## src/design/hcrp_pkg.sv

```systemverilog
// ----------------------------------------------------------------------------
// HEVC configuration record parser package
// Word types, field codes, header offsets and parser phases.
// ----------------------------------------------------------------------------
package hcrp_pkg;

    localparam int MAX_RESULTS = 5;
    localparam int QUEUE_DEPTH = MAX_RESULTS + 1;

    typedef struct packed {
        logic [7:0] data_byte;
        logic       record_start;
        logic       record_end;
    } t_in_word;

    typedef struct packed {
        logic [4:0]  field_id;
        logic [47:0] field_value;
        logic [7:0]  array_index;
        logic [15:0] nal_index;
        logic        last;
    } t_out_word;

    typedef t_out_word [MAX_RESULTS-1:0] t_out_list;

    localparam logic [4:0] FID_VERSION       = 5'd0;
    localparam logic [4:0] FID_PROFILE_SPACE = 5'd1;
    localparam logic [4:0] FID_TIER          = 5'd2;
    localparam logic [4:0] FID_PROFILE_IDC   = 5'd3;
    localparam logic [4:0] FID_COMPAT        = 5'd4;
    localparam logic [4:0] FID_CONSTRAINT    = 5'd5;
    localparam logic [4:0] FID_LEVEL         = 5'd6;
    localparam logic [4:0] FID_MIN_SEG       = 5'd7;
    localparam logic [4:0] FID_PARALLELISM   = 5'd8;
    localparam logic [4:0] FID_CHROMA_FMT    = 5'd9;
    localparam logic [4:0] FID_LUMA_DEPTH    = 5'd10;
    localparam logic [4:0] FID_CHROMA_DEPTH  = 5'd11;
    localparam logic [4:0] FID_AVG_FRAMERATE = 5'd12;
    localparam logic [4:0] FID_CONST_FRAMES  = 5'd13;
    localparam logic [4:0] FID_NUM_LAYERS    = 5'd14;
    localparam logic [4:0] FID_ID_NESTED     = 5'd15;
    localparam logic [4:0] FID_LENGTH_SIZE   = 5'd16;
    localparam logic [4:0] FID_NUM_ARRAYS    = 5'd17;
    localparam logic [4:0] FID_COMPLETENESS  = 5'd18;
    localparam logic [4:0] FID_NAL_TYPE      = 5'd19;
    localparam logic [4:0] FID_NUM_NALUS     = 5'd20;
    localparam logic [4:0] FID_NAL_LENGTH    = 5'd21;
    localparam logic [4:0] FID_PAYLOAD       = 5'd22;
    localparam logic [4:0] FID_DONE          = 5'd23;
    localparam logic [4:0] FID_TRUNCATED     = 5'd24;

    localparam logic [4:0] OFF_VERSION       = 5'd0;
    localparam logic [4:0] OFF_PROFILE       = 5'd1;
    localparam logic [4:0] OFF_COMPAT_END    = 5'd5;
    localparam logic [4:0] OFF_CONSTR_END    = 5'd11;
    localparam logic [4:0] OFF_LEVEL         = 5'd12;
    localparam logic [4:0] OFF_SEG_END       = 5'd14;
    localparam logic [4:0] OFF_PARALLELISM   = 5'd15;
    localparam logic [4:0] OFF_CHROMA_FMT    = 5'd16;
    localparam logic [4:0] OFF_LUMA_DEPTH    = 5'd17;
    localparam logic [4:0] OFF_CHROMA_DEPTH  = 5'd18;
    localparam logic [4:0] OFF_FRAMERATE_END = 5'd20;
    localparam logic [4:0] OFF_LAYERS        = 5'd21;
    localparam logic [4:0] OFF_NUM_ARRAYS    = 5'd22;

    typedef enum logic [6:0] {
        PH_HEADER   = 7'b0000001,
        PH_ARRAY    = 7'b0000010,
        PH_COUNT_HI = 7'b0000100,
        PH_COUNT_LO = 7'b0001000,
        PH_LEN_HI   = 7'b0010000,
        PH_LEN_LO   = 7'b0100000,
        PH_PAYLOAD  = 7'b1000000
    } t_phase;

    function automatic t_out_word make_word(logic [4:0] id, logic [47:0] value,
                                            logic [7:0] arr, logic [15:0] nal);
        t_out_word w;
        w.field_id    = id;
        w.field_value = value;
        w.array_index = arr;
        w.nal_index   = nal;
        w.last        = 1'b0;
        return w;
    endfunction

endpackage

```

## src/design/hcrp_decode.sv

```systemverilog
// ----------------------------------------------------------------------------
// HEVC configuration record parser, byte decoder
// Holds the parser state and turns one byte into up to five result words.
// ----------------------------------------------------------------------------
module hcrp_decode (
    input  logic                i_clk,
    input  logic                i_rst_n,
    input  logic                i_accept,
    input  hcrp_pkg::t_in_word  i_word,
    output hcrp_pkg::t_out_list o_items,
    output logic [2:0]          o_count
);

    hcrp_pkg::t_phase r_phase, n_phase, e_phase;
    logic [4:0]  r_offset, n_offset, e_offset;
    logic [47:0] r_acc, n_acc, e_acc;
    logic [7:0]  r_arrays, n_arrays, e_arrays;
    logic [7:0]  r_cur_array, n_cur_array, e_cur_array;
    logic [15:0] r_nals, n_nals, e_nals;
    logic [15:0] r_cur_nal, n_cur_nal, e_cur_nal;
    logic [15:0] r_payload, n_payload, e_payload;
    logic        r_fin, n_fin, e_fin;

    hcrp_pkg::t_out_list items;
    logic [2:0]  cnt;
    logic [7:0]  b;
    logic [15:0] v16;
    logic [47:0] acc_sh;
    logic [7:0]  arrays_dec;
    logic [15:0] nals_dec;
    logic [15:0] payload_dec;

    always_comb begin
        b = i_word.data_byte;
        if (i_word.record_start) begin
            e_phase     = hcrp_pkg::PH_HEADER;
            e_offset    = '0;
            e_acc       = '0;
            e_arrays    = '0;
            e_cur_array = '0;
            e_nals      = '0;
            e_cur_nal   = '0;
            e_payload   = '0;
            e_fin       = 1'b0;
        end else begin
            e_phase     = r_phase;
            e_offset    = r_offset;
            e_acc       = r_acc;
            e_arrays    = r_arrays;
            e_cur_array = r_cur_array;
            e_nals      = r_nals;
            e_cur_nal   = r_cur_nal;
            e_payload   = r_payload;
            e_fin       = r_fin;
        end

        n_phase     = e_phase;
        n_offset    = e_offset;
        n_acc       = e_acc;
        n_arrays    = e_arrays;
        n_cur_array = e_cur_array;
        n_nals      = e_nals;
        n_cur_nal   = e_cur_nal;
        n_payload   = e_payload;
        n_fin       = e_fin;

        v16         = {e_acc[7:0], b};
        acc_sh      = {e_acc[39:0], b};
        arrays_dec  = e_arrays - 8'd1;
        nals_dec    = e_nals - 16'd1;
        payload_dec = e_payload - 16'd1;
        items       = '0;
        cnt         = '0;

        if (!e_fin) begin
            unique case (e_phase)
                hcrp_pkg::PH_HEADER: begin
                    n_offset = e_offset + 5'd1;
                    n_acc    = acc_sh;
                    case (e_offset)
                        hcrp_pkg::OFF_VERSION: begin
                            items[0] = hcrp_pkg::make_word(hcrp_pkg::FID_VERSION,
                                                           {40'd0, b}, '0, '0);
                            cnt = 3'd1;
                        end
                        hcrp_pkg::OFF_PROFILE: begin
                            items[0] = hcrp_pkg::make_word(hcrp_pkg::FID_PROFILE_SPACE,
                                                           {46'd0, b[7:6]}, '0, '0);
                            items[1] = hcrp_pkg::make_word(hcrp_pkg::FID_TIER,
                                                           {47'd0, b[5]}, '0, '0);
                            items[2] = hcrp_pkg::make_word(hcrp_pkg::FID_PROFILE_IDC,
                                                           {43'd0, b[4:0]}, '0, '0);
                            cnt = 3'd3;
                        end
                        hcrp_pkg::OFF_COMPAT_END: begin
                            items[0] = hcrp_pkg::make_word(hcrp_pkg::FID_COMPAT,
                                                           {16'd0, acc_sh[31:0]}, '0, '0);
                            cnt = 3'd1;
                        end
                        hcrp_pkg::OFF_CONSTR_END: begin
                            items[0] = hcrp_pkg::make_word(hcrp_pkg::FID_CONSTRAINT,
                                                           acc_sh, '0, '0);
                            cnt = 3'd1;
                        end
                        hcrp_pkg::OFF_LEVEL: begin
                            items[0] = hcrp_pkg::make_word(hcrp_pkg::FID_LEVEL,
                                                           {40'd0, b}, '0, '0);
                            cnt = 3'd1;
                        end
                        hcrp_pkg::OFF_SEG_END: begin
                            items[0] = hcrp_pkg::make_word(hcrp_pkg::FID_MIN_SEG,
                                                           {36'd0, acc_sh[11:0]}, '0, '0);
                            cnt = 3'd1;
                        end
                        hcrp_pkg::OFF_PARALLELISM: begin
                            items[0] = hcrp_pkg::make_word(hcrp_pkg::FID_PARALLELISM,
                                                           {46'd0, b[1:0]}, '0, '0);
                            cnt = 3'd1;
                        end
                        hcrp_pkg::OFF_CHROMA_FMT: begin
                            items[0] = hcrp_pkg::make_word(hcrp_pkg::FID_CHROMA_FMT,
                                                           {46'd0, b[1:0]}, '0, '0);
                            cnt = 3'd1;
                        end
                        hcrp_pkg::OFF_LUMA_DEPTH: begin
                            items[0] = hcrp_pkg::make_word(hcrp_pkg::FID_LUMA_DEPTH,
                                                           {45'd0, b[2:0]}, '0, '0);
                            cnt = 3'd1;
                        end
                        hcrp_pkg::OFF_CHROMA_DEPTH: begin
                            items[0] = hcrp_pkg::make_word(hcrp_pkg::FID_CHROMA_DEPTH,
                                                           {45'd0, b[2:0]}, '0, '0);
                            cnt = 3'd1;
                        end
                        hcrp_pkg::OFF_FRAMERATE_END: begin
                            items[0] = hcrp_pkg::make_word(hcrp_pkg::FID_AVG_FRAMERATE,
                                                           {32'd0, acc_sh[15:0]}, '0, '0);
                            cnt = 3'd1;
                        end
                        hcrp_pkg::OFF_LAYERS: begin
                            items[0] = hcrp_pkg::make_word(hcrp_pkg::FID_CONST_FRAMES,
                                                           {46'd0, b[7:6]}, '0, '0);
                            items[1] = hcrp_pkg::make_word(hcrp_pkg::FID_NUM_LAYERS,
                                                           {45'd0, b[5:3]}, '0, '0);
                            items[2] = hcrp_pkg::make_word(hcrp_pkg::FID_ID_NESTED,
                                                           {47'd0, b[2]}, '0, '0);
                            items[3] = hcrp_pkg::make_word(hcrp_pkg::FID_LENGTH_SIZE,
                                                           {46'd0, b[1:0]}, '0, '0);
                            cnt = 3'd4;
                        end
                        hcrp_pkg::OFF_NUM_ARRAYS: begin
                            items[0] = hcrp_pkg::make_word(hcrp_pkg::FID_NUM_ARRAYS,
                                                           {40'd0, b}, '0, '0);
                            n_arrays    = b;
                            n_cur_array = '0;
                            if (b == 8'd0) begin
                                n_fin    = 1'b1;
                                items[1] = hcrp_pkg::make_word(hcrp_pkg::FID_DONE,
                                                               '0, '0, '0);
                                cnt = 3'd2;
                            end else begin
                                n_phase = hcrp_pkg::PH_ARRAY;
                                cnt     = 3'd1;
                            end
                        end
                        default: begin
                        end
                    endcase
                end
                hcrp_pkg::PH_ARRAY: begin
                    items[0] = hcrp_pkg::make_word(hcrp_pkg::FID_COMPLETENESS,
                                                   {47'd0, b[7]}, e_cur_array, '0);
                    items[1] = hcrp_pkg::make_word(hcrp_pkg::FID_NAL_TYPE,
                                                   {42'd0, b[5:0]}, e_cur_array, '0);
                    cnt     = 3'd2;
                    n_phase = hcrp_pkg::PH_COUNT_HI;
                end
                hcrp_pkg::PH_COUNT_HI: begin
                    n_acc   = {40'd0, b};
                    n_phase = hcrp_pkg::PH_COUNT_LO;
                end
                hcrp_pkg::PH_COUNT_LO: begin
                    items[0] = hcrp_pkg::make_word(hcrp_pkg::FID_NUM_NALUS,
                                                   {32'd0, v16}, e_cur_array, '0);
                    cnt       = 3'd1;
                    n_nals    = v16;
                    n_cur_nal = '0;
                    if (v16 == 16'd0) begin
                        n_arrays    = arrays_dec;
                        n_cur_array = e_cur_array + 8'd1;
                        if (arrays_dec == 8'd0) begin
                            n_fin    = 1'b1;
                            items[1] = hcrp_pkg::make_word(hcrp_pkg::FID_DONE, '0, '0, '0);
                            cnt      = 3'd2;
                        end else begin
                            n_phase = hcrp_pkg::PH_ARRAY;
                        end
                    end else begin
                        n_phase = hcrp_pkg::PH_LEN_HI;
                    end
                end
                hcrp_pkg::PH_LEN_HI: begin
                    n_acc   = {40'd0, b};
                    n_phase = hcrp_pkg::PH_LEN_LO;
                end
                hcrp_pkg::PH_LEN_LO: begin
                    items[0] = hcrp_pkg::make_word(hcrp_pkg::FID_NAL_LENGTH,
                                                   {32'd0, v16}, e_cur_array, e_cur_nal);
                    cnt       = 3'd1;
                    n_payload = v16;
                    if (v16 == 16'd0) begin
                        n_nals    = nals_dec;
                        n_cur_nal = e_cur_nal + 16'd1;
                        if (nals_dec == 16'd0) begin
                            n_arrays    = arrays_dec;
                            n_cur_array = e_cur_array + 8'd1;
                            if (arrays_dec == 8'd0) begin
                                n_fin    = 1'b1;
                                items[1] = hcrp_pkg::make_word(hcrp_pkg::FID_DONE,
                                                               '0, '0, '0);
                                cnt      = 3'd2;
                            end else begin
                                n_phase = hcrp_pkg::PH_ARRAY;
                            end
                        end else begin
                            n_phase = hcrp_pkg::PH_LEN_HI;
                        end
                    end else begin
                        n_phase = hcrp_pkg::PH_PAYLOAD;
                    end
                end
                hcrp_pkg::PH_PAYLOAD: begin
                    items[0] = hcrp_pkg::make_word(hcrp_pkg::FID_PAYLOAD,
                                                   {40'd0, b}, e_cur_array, e_cur_nal);
                    cnt       = 3'd1;
                    n_payload = payload_dec;
                    if (payload_dec == 16'd0) begin
                        n_nals    = nals_dec;
                        n_cur_nal = e_cur_nal + 16'd1;
                        if (nals_dec == 16'd0) begin
                            n_arrays    = arrays_dec;
                            n_cur_array = e_cur_array + 8'd1;
                            if (arrays_dec == 8'd0) begin
                                n_fin    = 1'b1;
                                items[1] = hcrp_pkg::make_word(hcrp_pkg::FID_DONE,
                                                               '0, '0, '0);
                                cnt      = 3'd2;
                            end else begin
                                n_phase = hcrp_pkg::PH_ARRAY;
                            end
                        end else begin
                            n_phase = hcrp_pkg::PH_LEN_HI;
                        end
                    end
                end
                default: begin
                end
            endcase

            // A record that ends before it is complete closes with a truncation word.
            if (i_word.record_end && !n_fin) begin
                n_fin      = 1'b1;
                items[cnt] = hcrp_pkg::make_word(hcrp_pkg::FID_TRUNCATED, '0, '0, '0);
                cnt        = cnt + 3'd1;
            end
        end

        if (cnt != 3'd0) begin
            items[cnt - 3'd1].last = 1'b1;
        end
    end

    assign o_items = items;
    assign o_count = cnt;

    always_ff @(posedge i_clk) begin
        if (!i_rst_n) begin
            r_phase     <= hcrp_pkg::PH_HEADER;
            r_offset    <= '0;
            r_acc       <= '0;
            r_arrays    <= '0;
            r_cur_array <= '0;
            r_nals      <= '0;
            r_cur_nal   <= '0;
            r_payload   <= '0;
            r_fin       <= 1'b0;
        end else if (i_accept) begin
            r_phase     <= n_phase;
            r_offset    <= n_offset;
            r_acc       <= n_acc;
            r_arrays    <= n_arrays;
            r_cur_array <= n_cur_array;
            r_nals      <= n_nals;
            r_cur_nal   <= n_cur_nal;
            r_payload   <= n_payload;
            r_fin       <= n_fin;
        end
    end

endmodule

```

## src/design/hevc_config_record_parser.sv

```systemverilog
// ----------------------------------------------------------------------------
// HEVC configuration record parser
// Parses a decoder configuration record body one byte per word and emits
// the decoded header fields, array headers, NAL lengths and payload bytes.
//
//   Channel   Direction   Handshake                    Word
//   input     in          i_in_valid / o_in_ready      hcrp_pkg::t_in_word
//   output    out         o_out_valid / i_out_ready    hcrp_pkg::t_out_word
//
// A byte is decoded in the cycle it is accepted; its results appear one per
// cycle from the next cycle on while the output takes them, so one byte per
// cycle is sustained while each byte yields at most one result and the
// output does not stall. A byte that yields several results holds the input
// until the six-entry result queue drains to at most one entry; an output
// stall makes the hold longer.
// Reset is synchronous; it clears the parser state and empties the queue.
// ----------------------------------------------------------------------------
module hevc_config_record_parser (
    input  logic                i_clk,
    input  logic                i_rst_n,
    input  logic                i_in_valid,
    output logic                o_in_ready,
    input  hcrp_pkg::t_in_word  i_in_data,
    output logic                o_out_valid,
    input  logic                i_out_ready,
    output hcrp_pkg::t_out_word o_out_data
);

    localparam int QD = hcrp_pkg::QUEUE_DEPTH;

    hcrp_pkg::t_out_list dec_items;
    logic [2:0]          dec_count;
    logic                accept;
    logic                pop;
    logic [2:0]          base;
    logic [2:0]          slot_off;

    hcrp_pkg::t_out_word [QD-1:0] r_q, n_q;
    logic [2:0]                   r_cnt, n_cnt;

    assign o_in_ready  = (r_cnt <= 3'd1);
    assign accept      = i_in_valid && o_in_ready;
    assign o_out_valid = (r_cnt != 3'd0);
    assign o_out_data  = r_q[0];
    assign pop         = o_out_valid && i_out_ready;

    hcrp_decode u_decode (
        .i_clk   (i_clk),
        .i_rst_n (i_rst_n),
        .i_accept(accept),
        .i_word  (i_in_data),
        .o_items (dec_items),
        .o_count (dec_count)
    );

    always_comb begin
        base     = r_cnt - {2'd0, pop};
        slot_off = '0;
        for (int j = 0; j < QD - 1; j++) begin
            n_q[j] = pop ? r_q[j+1] : r_q[j];
        end
        n_q[QD-1] = r_q[QD-1];
        for (int j = 0; j < QD; j++) begin
            slot_off = 3'(j) - base;
            if (accept && (3'(j) >= base) && (slot_off < dec_count)) begin
                n_q[j] = dec_items[slot_off];
            end
        end
        n_cnt = base + (accept ? dec_count : 3'd0);
    end

    always_ff @(posedge i_clk) begin
        if (!i_rst_n) begin
            r_cnt <= '0;
        end else begin
            r_cnt <= n_cnt;
        end
    end

    always_ff @(posedge i_clk) begin
        r_q <= n_q;
    end

endmodule

```

## config.mk

```make
export PLATFORM = sky130hd
export DESIGN_NAME = hevc_config_record_parser
export DESIGN_NICKNAME = d
export VERILOG_FILES = /design/src/design/hcrp_pkg.sv /design/src/design/hcrp_decode.sv /design/src/design/hevc_config_record_parser.sv
export SDC_FILE = /design/constraint.sdc
export NUM_CORES = 1
export LEC_CHECK = 0
export ABC_AREA = 1
export BUFFER_PORTS_ARGS = -buffer_cell sky130_fd_sc_hd__buf_4
export CAP_MARGIN = 20
export CELL_PAD_IN_SITES_DETAIL_PLACEMENT = 1
export CELL_PAD_IN_SITES_GLOBAL_PLACEMENT = 1
export CORE_UTILIZATION = 30
export DETAILED_ROUTE_END_ITERATION = 10
export HOLD_SLACK_MARGIN = 0.06
export PLACE_DENSITY = 0.55
export SETUP_SLACK_MARGIN = 0.02
export SYNTH_ARGS = -nofsm -noshare
export SYNTH_HDL_FRONTEND = slang
export SYNTH_HIERARCHICAL = 1
export SYNTH_SLANG_ARGS = --single-unit
```

## constraint.sdc

```tcl
create_clock -name i_clk -period 11.1 [get_ports i_clk]
set_clock_uncertainty 0.2 [all_clocks]
set_input_delay 1.11 -clock i_clk [delete_from_list [all_inputs] [get_ports i_clk]]
set_output_delay 1.11 -clock i_clk [all_outputs]
set_load 0.1 [all_outputs]
```

After elaboration in Yosys (flattened, before gate mapping)
Cells that the tools add are included.
{ "op_classes": {"addsub": 16, "order_cmp": 23, "n_eq_ne": 19, "muxes": 113, "n_bitwise": 3, "reduce_logical": 33} }
{ "op_table": {"columns": ["op", "n"], "rows": [
  ["$mux 78", 24],
  ["$bmux 78 s3", 6],
  ["$mux 390", 3],
  ["$pmux 78 s13", 1],
  ["$pmux 156 s5", 1],
  ["$demux 78 s3", 2],
  ["$mux 156", 3],
  ["$bwmux 390", 1],
  ["$and 304x380->380", 1],
  ["$not 380->380", 1],
  ["$pmux 78 s3", 1],
  ["$mux 16", 10],
  ["$pmux 77 s2", 1],
  ["$mux 8", 14],
  ["$mux 48", 2],
  ["$pmux 16 s3", 2],
  ["$pmux 48 s2", 1],
  ["$pmux 8 s4", 2],
  ["$mux 7", 9],
  ["$pmux 7 s7", 1],
  ["$logic_not 16->1", 3],
  ["$lt 3x4->1 const B", 8],
  ["$pmux 16 s2", 1],
  ["$sub 16x1->16 const B", 2],
  ["44 further kinds", 107]
]} }
{ "totals": {"regBits": 596, "elab_cells": 247} }

Logic depth before layout (Yosys ltp)
{ "depth": {"depth_word": 22, "mapped_depth": 35} }

Cells and area by module
Netlist, hierarchy kept.
{ "modules_own_cells": {"columns": ["mod", "n_inst", "cells_each", "area_per_inst_um2", "seq_area_each_um2"], "rows": [
  ["hevc_config_record_parser", 1, 5034, 33845.0, 14113.5],
  ["hcrp_decode", 1, 2061, 12574.6, 2342.2]
]} }

Worst setup path after synthesis
No wires, ideal clock.
{ "synth_path": {"path_kind": "register -> register", "from": "reg r_cnt[2]", "to": "reg r_q[390] in the netlist's numbering (enable)", "setup_time_ps": 631, "t_arrival_ps": 10868, "t_required_ps": 10269, "setup_slack_ps": -599, "stages_incl_launch_ff": 20, "path_buffers": 6, "synth_period_minus_slack_ps": 11699, "cell_sequence": "dfxtp_1 nor2_2 nand2_1 nand2_1 inv_1 ha_1 ha_1 buf_2 inv_2 buf_2 clkbuf_1 buf_2 ha_1 clkbuf_1 clkbuf_1 inv_1 ha_1 a21oi_1 nand2_1 a211oi_1"} }
{ "synth_between": {"elab_cells_between_ends": 10, "cone_classes": "add/sub (2); order compare (3); reduce/logical (5)"} }
{ "synth_lines": {"columns": ["item", "line", "source"], "rows": [
  ["start: declaration", "hevc_config_record_parser.sv:39", "logic [2:0] r_cnt, n_cnt;"],
  ["start signal: assignment", "hevc_config_record_parser.sv:76", "r_cnt <= n_cnt;"],
  ["$le 3x1->1", "hevc_config_record_parser.sv:41", "assign o_in_ready = (r_cnt <= 3'd1);"],
  ["via o_in_ready", "hevc_config_record_parser.sv:22", "output logic o_in_ready,"],
  ["$logic_and 1x1->1", "hevc_config_record_parser.sv:42", "assign accept = i_in_valid && o_in_ready;"],
  ["$logic_and 1x1->1 (2 in series)", "hevc_config_record_parser.sv:65", "if (accept && (3'(j) >= base) && (slot_off < dec_count)) begin"],
  ["end signal: assignment", "hevc_config_record_parser.sv:81", "r_q <= n_q;"],
  ["end: declaration", "hevc_config_record_parser.sv:38", "hcrp_pkg::t_out_word [QD-1:0] r_q, n_q;"]
]} }
The timed path passes the listed nets, and every way through them passes these cells.
A chain may end at the register's enable or synchronous reset.

==> impl_metrics.tcl <==
set metrics [dict create \
    synth_warnings 6 \
    critical_path_arrival_ns 8.18 \
    drt_iter0_drc 3824 \
    grt_pass1_wl_mm 325.0 \
    timing.final.crit_share 0.7044 \
    relSlewSlack 0.1676 \
    cts.hold.buffers_added 0 \
    crit_path_start_kind "flop" \
    holdPathStages 2 \
    worstHoldStart "u_decode/r_arrays[4]" \
    drive_gt1_frac 0.06418 \
    cts_setup_buffers 0 \
    clockBufferDepth 3 \
    layout_min_cycle_time_ns 7.818 \
    rsz0062_at_grt "false" \
    overflow 0 \
    fill_cells 19490 \
    r2r_start "r_cnt[2]" \
    reg2reg_depth 18 \
    status "completed" \
    crit_type "reg -> reg" \
    fp.dieW_um 395.4 \
    rrSetupSlack_ns 3.28 \
    vias 48090 \
    place_hpwl_mm 131.5 \
    synth_cells 7095 \
    ys_types 57 \
    cts-htree-levels 3 \
    postRouteAntennaNets 0 \
    rows 143 \
    port_buffers 93 \
    route.detailed.drc 0 \
    fmax_ghz 0.1279 \
    syn_area_per_cell_um2 6.543 \
    hold_violations 0 \
    routed_wl_mm 220.3 \
    gp_congestion 0.8419 \
    clock-root-buffer "clkbuf_16" \
    grt_max_degree 141 \
    cts_resized 0 \
    area_delta_synth_final_pct 7.226 \
    viasPerCell 5.402 \
    cap_violations 0 \
    synthArstFlopShare 0 \
    syn_area_um2 46420 \
    clkTransAtPathRegs_ns 0.06 \
    worst-path-max-fanout 53 \
    grt_pass1_vias 48280 \
    antenna_found_initial 6 \
    hold_end "u_decode/r_arrays[4]" \
    cts_buffers 82 \
    grt_use_total 0.2768 \
    drt-wirelength-per-cell_um 24.74 \
    postLayoutCoreUtil 0.3257 \
    clock_latency_ns 0.71 \
    synth_edf_count 468 \
    setup-tns-final_ns 0 \
    dieHeight_um 395.4 \
    worstMarginPinSlew_ns 1.237 \
    cp.required_ns 11.47 \
    clock-sinks 588 \
    layout_common_cells "nand2_1 (2770), nand3_1 (1381), edfxtp_1 (468), o21ai_0 (323), inv_1 (302)" \
    firstDrtPassIters 5 \
    layout_commonest_cell "nand2_1" \
    nets 6852 \
    r2r-end "r_q[359]" \
    cts_tree "built" \
    yosysSeqAreaShare 0.3545 \
    synth_top_flop_cell "edfxtp_1" \
    critPathCaptureType "flop" \
    core_um2 152800 \
    ios 94 \
    holdWs_ns 0.2670 \
    hold_class "reg -> reg" \
    ys_ff_latch 588 \
    report.final.setup_viol 0 \
    die_area_um2 156300 \
    initial_core_util 0.3038 \
    slew_viol_final 0 \
]
## worst max-delay path by stage
stage                  from       end  slack, ns  depth (start not counted)
5_1_grt            r_cnt[2]  r_q[346]       3.12                         18
4_1_cts            r_cnt[2]  r_q[317]       3.36                         18
3_5_place_dp   i_in_data[1]  r_q[124]       2.91                         22
6_report           r_cnt[2]  r_q[359]       3.28                         18
3_3_place_gp   i_in_data[1]  r_q[123]       2.95                         22
2_1_floorplan      r_cnt[2]  r_q[390]       2.12                         19
## cell usage after synthesis, types with 3 or more instances
cell / n / area, um2
a22oi_1: 37 / 277.8
nor2_1: 221 / 829.6
o211ai_1: 16 / 120.1
nor3_1: 105 / 525.5
o21bai_1: 6 / 45.04
a31oi_1: 14 / 87.58
dfxtp_1: 120 / 2402
o21ai_1: 27 / 135.1
nand3b_1: 7 / 52.55
o21ai_0: 323 / 1617
o22ai_1: 22 / 137.6
inv_2: 21 / 78.83
nor4_1: 22 / 137.6
inv_1: 304 / 1141
nand2_1: 2781 / 10440
edfxtp_1: 468 / 14050
nand3_1: 1387 / 6942
nor2_2: 27 / 168.9
buf_6: 6 / 67.56
a21oi_1: 182 / 910.9
buf_2: 101 / 505.5
nand2_2: 10 / 62.56
xnor2_1: 7 / 61.31
nor2_4: 9 / 101.4
a221oi_1: 6 / 52.55
o31ai_1: 3 / 22.52
nor3_2: 6 / 60.06
buf_4: 368 / 2763
clkbuf_1: 275 / 1032
xor2_1: 17 / 148.9
nor4_2: 11 / 137.6
nand4_2: 3 / 37.54
o221ai_1: 3 / 26.28
nand4_1: 31 / 193.9
nor3b_1: 9 / 67.56
ha_1: 33 / 412.9
a211oi_1: 3 / 22.52
buf_1: 79 / 296.5
## final cells by class
type / count / area, um2 / share of cell area
tap: 2030 / 2540 / 0.05103
sequential: 588 / 16460 / 0.3306
clock inverter: 49 / 410.4 / 0.008245
multi-input combinational: 5621 / 25400 / 0.5102
antenna: 1 / 2.502 / 0.00005028
inverter: 328 / 1269 / 0.02549
timing repair buffer: 183 / 1459 / 0.02931
clock buffer: 102 / 2241 / 0.04502
## worst max-delay path, cell delays in order, from the launching register on
cell and delay (ns):
dfxtp_1 0.35, nor2_2 0.31, nand2_1 0.14, nand2_1 0.63, inv_1 0.17, ha_4 0.21, ha_4 0.82, buf_4 0.74
nand2_1 0.20, inv_1 0.16, ha_4 0.71, inv_4 0.55, ha_1 0.47, nand2_1 0.09, nand3_4 0.09, buf_4 0.65
buf_4 0.83, nand2_1 0.14, nand2_1 0.10
## metrics by stage
step | std cells | instance area (um2) | setup WS, ns
after floorplan | 7367 | 47450 | 2.117
after global placement | 8747 | 47100 | 2.952
after detailed placement | 8750 | 47120 | 2.907
after CTS | 8901 | 49770 | 3.357
after global routing | 8901 | 49770 | 3.122
final | 8902 | 49770 | 3.282
## cells by family after synthesis
family / Yosys count / synth area share
other: 1 / 0.00008078
xor gates and xnor gates: 24 / 0.004528
adders and majority gates: 34 / 0.009326
and+or+nand+nor: 4642 / 0.4289
buffers and inverters: 1158 / 0.1272
DFF: 588 / 0.3545
AOI/OAI and AO/OA: 648 / 0.07550
## registers in the layout, summed over array words and instances, names as in the netlist
register and flops:
u_decode/r_payload 16, u_decode/r_fin 1, o_out_data 78, u_decode/r_phase 7, r_q 390, u_decode/r_arrays 8
u_decode/r_offset 5, u_decode/r_cur_nal 16, u_decode/r_acc 40, r_cnt 3, u_decode/r_nals 16, u_decode/r_cur_array 8
## routing by layer
| metal | wire [um] | track usage | vias to the layer above |
|---|---|---|---|
| li1 | - | - | 22450 |
| met4 | 6107 | 0.07550 | 0 |
| met5 | 0 | 0 | - |
| met1 | 101800 | 0.3838 | 23860 |
| met2 | 100300 | 0.4532 | 1444 |
| met3 | 12050 | 0.03036 | 337 |
Power is left out: the tool's default activity adds up to more than one toggle a clock period on the data nets, which glitch-free logic cannot reach.
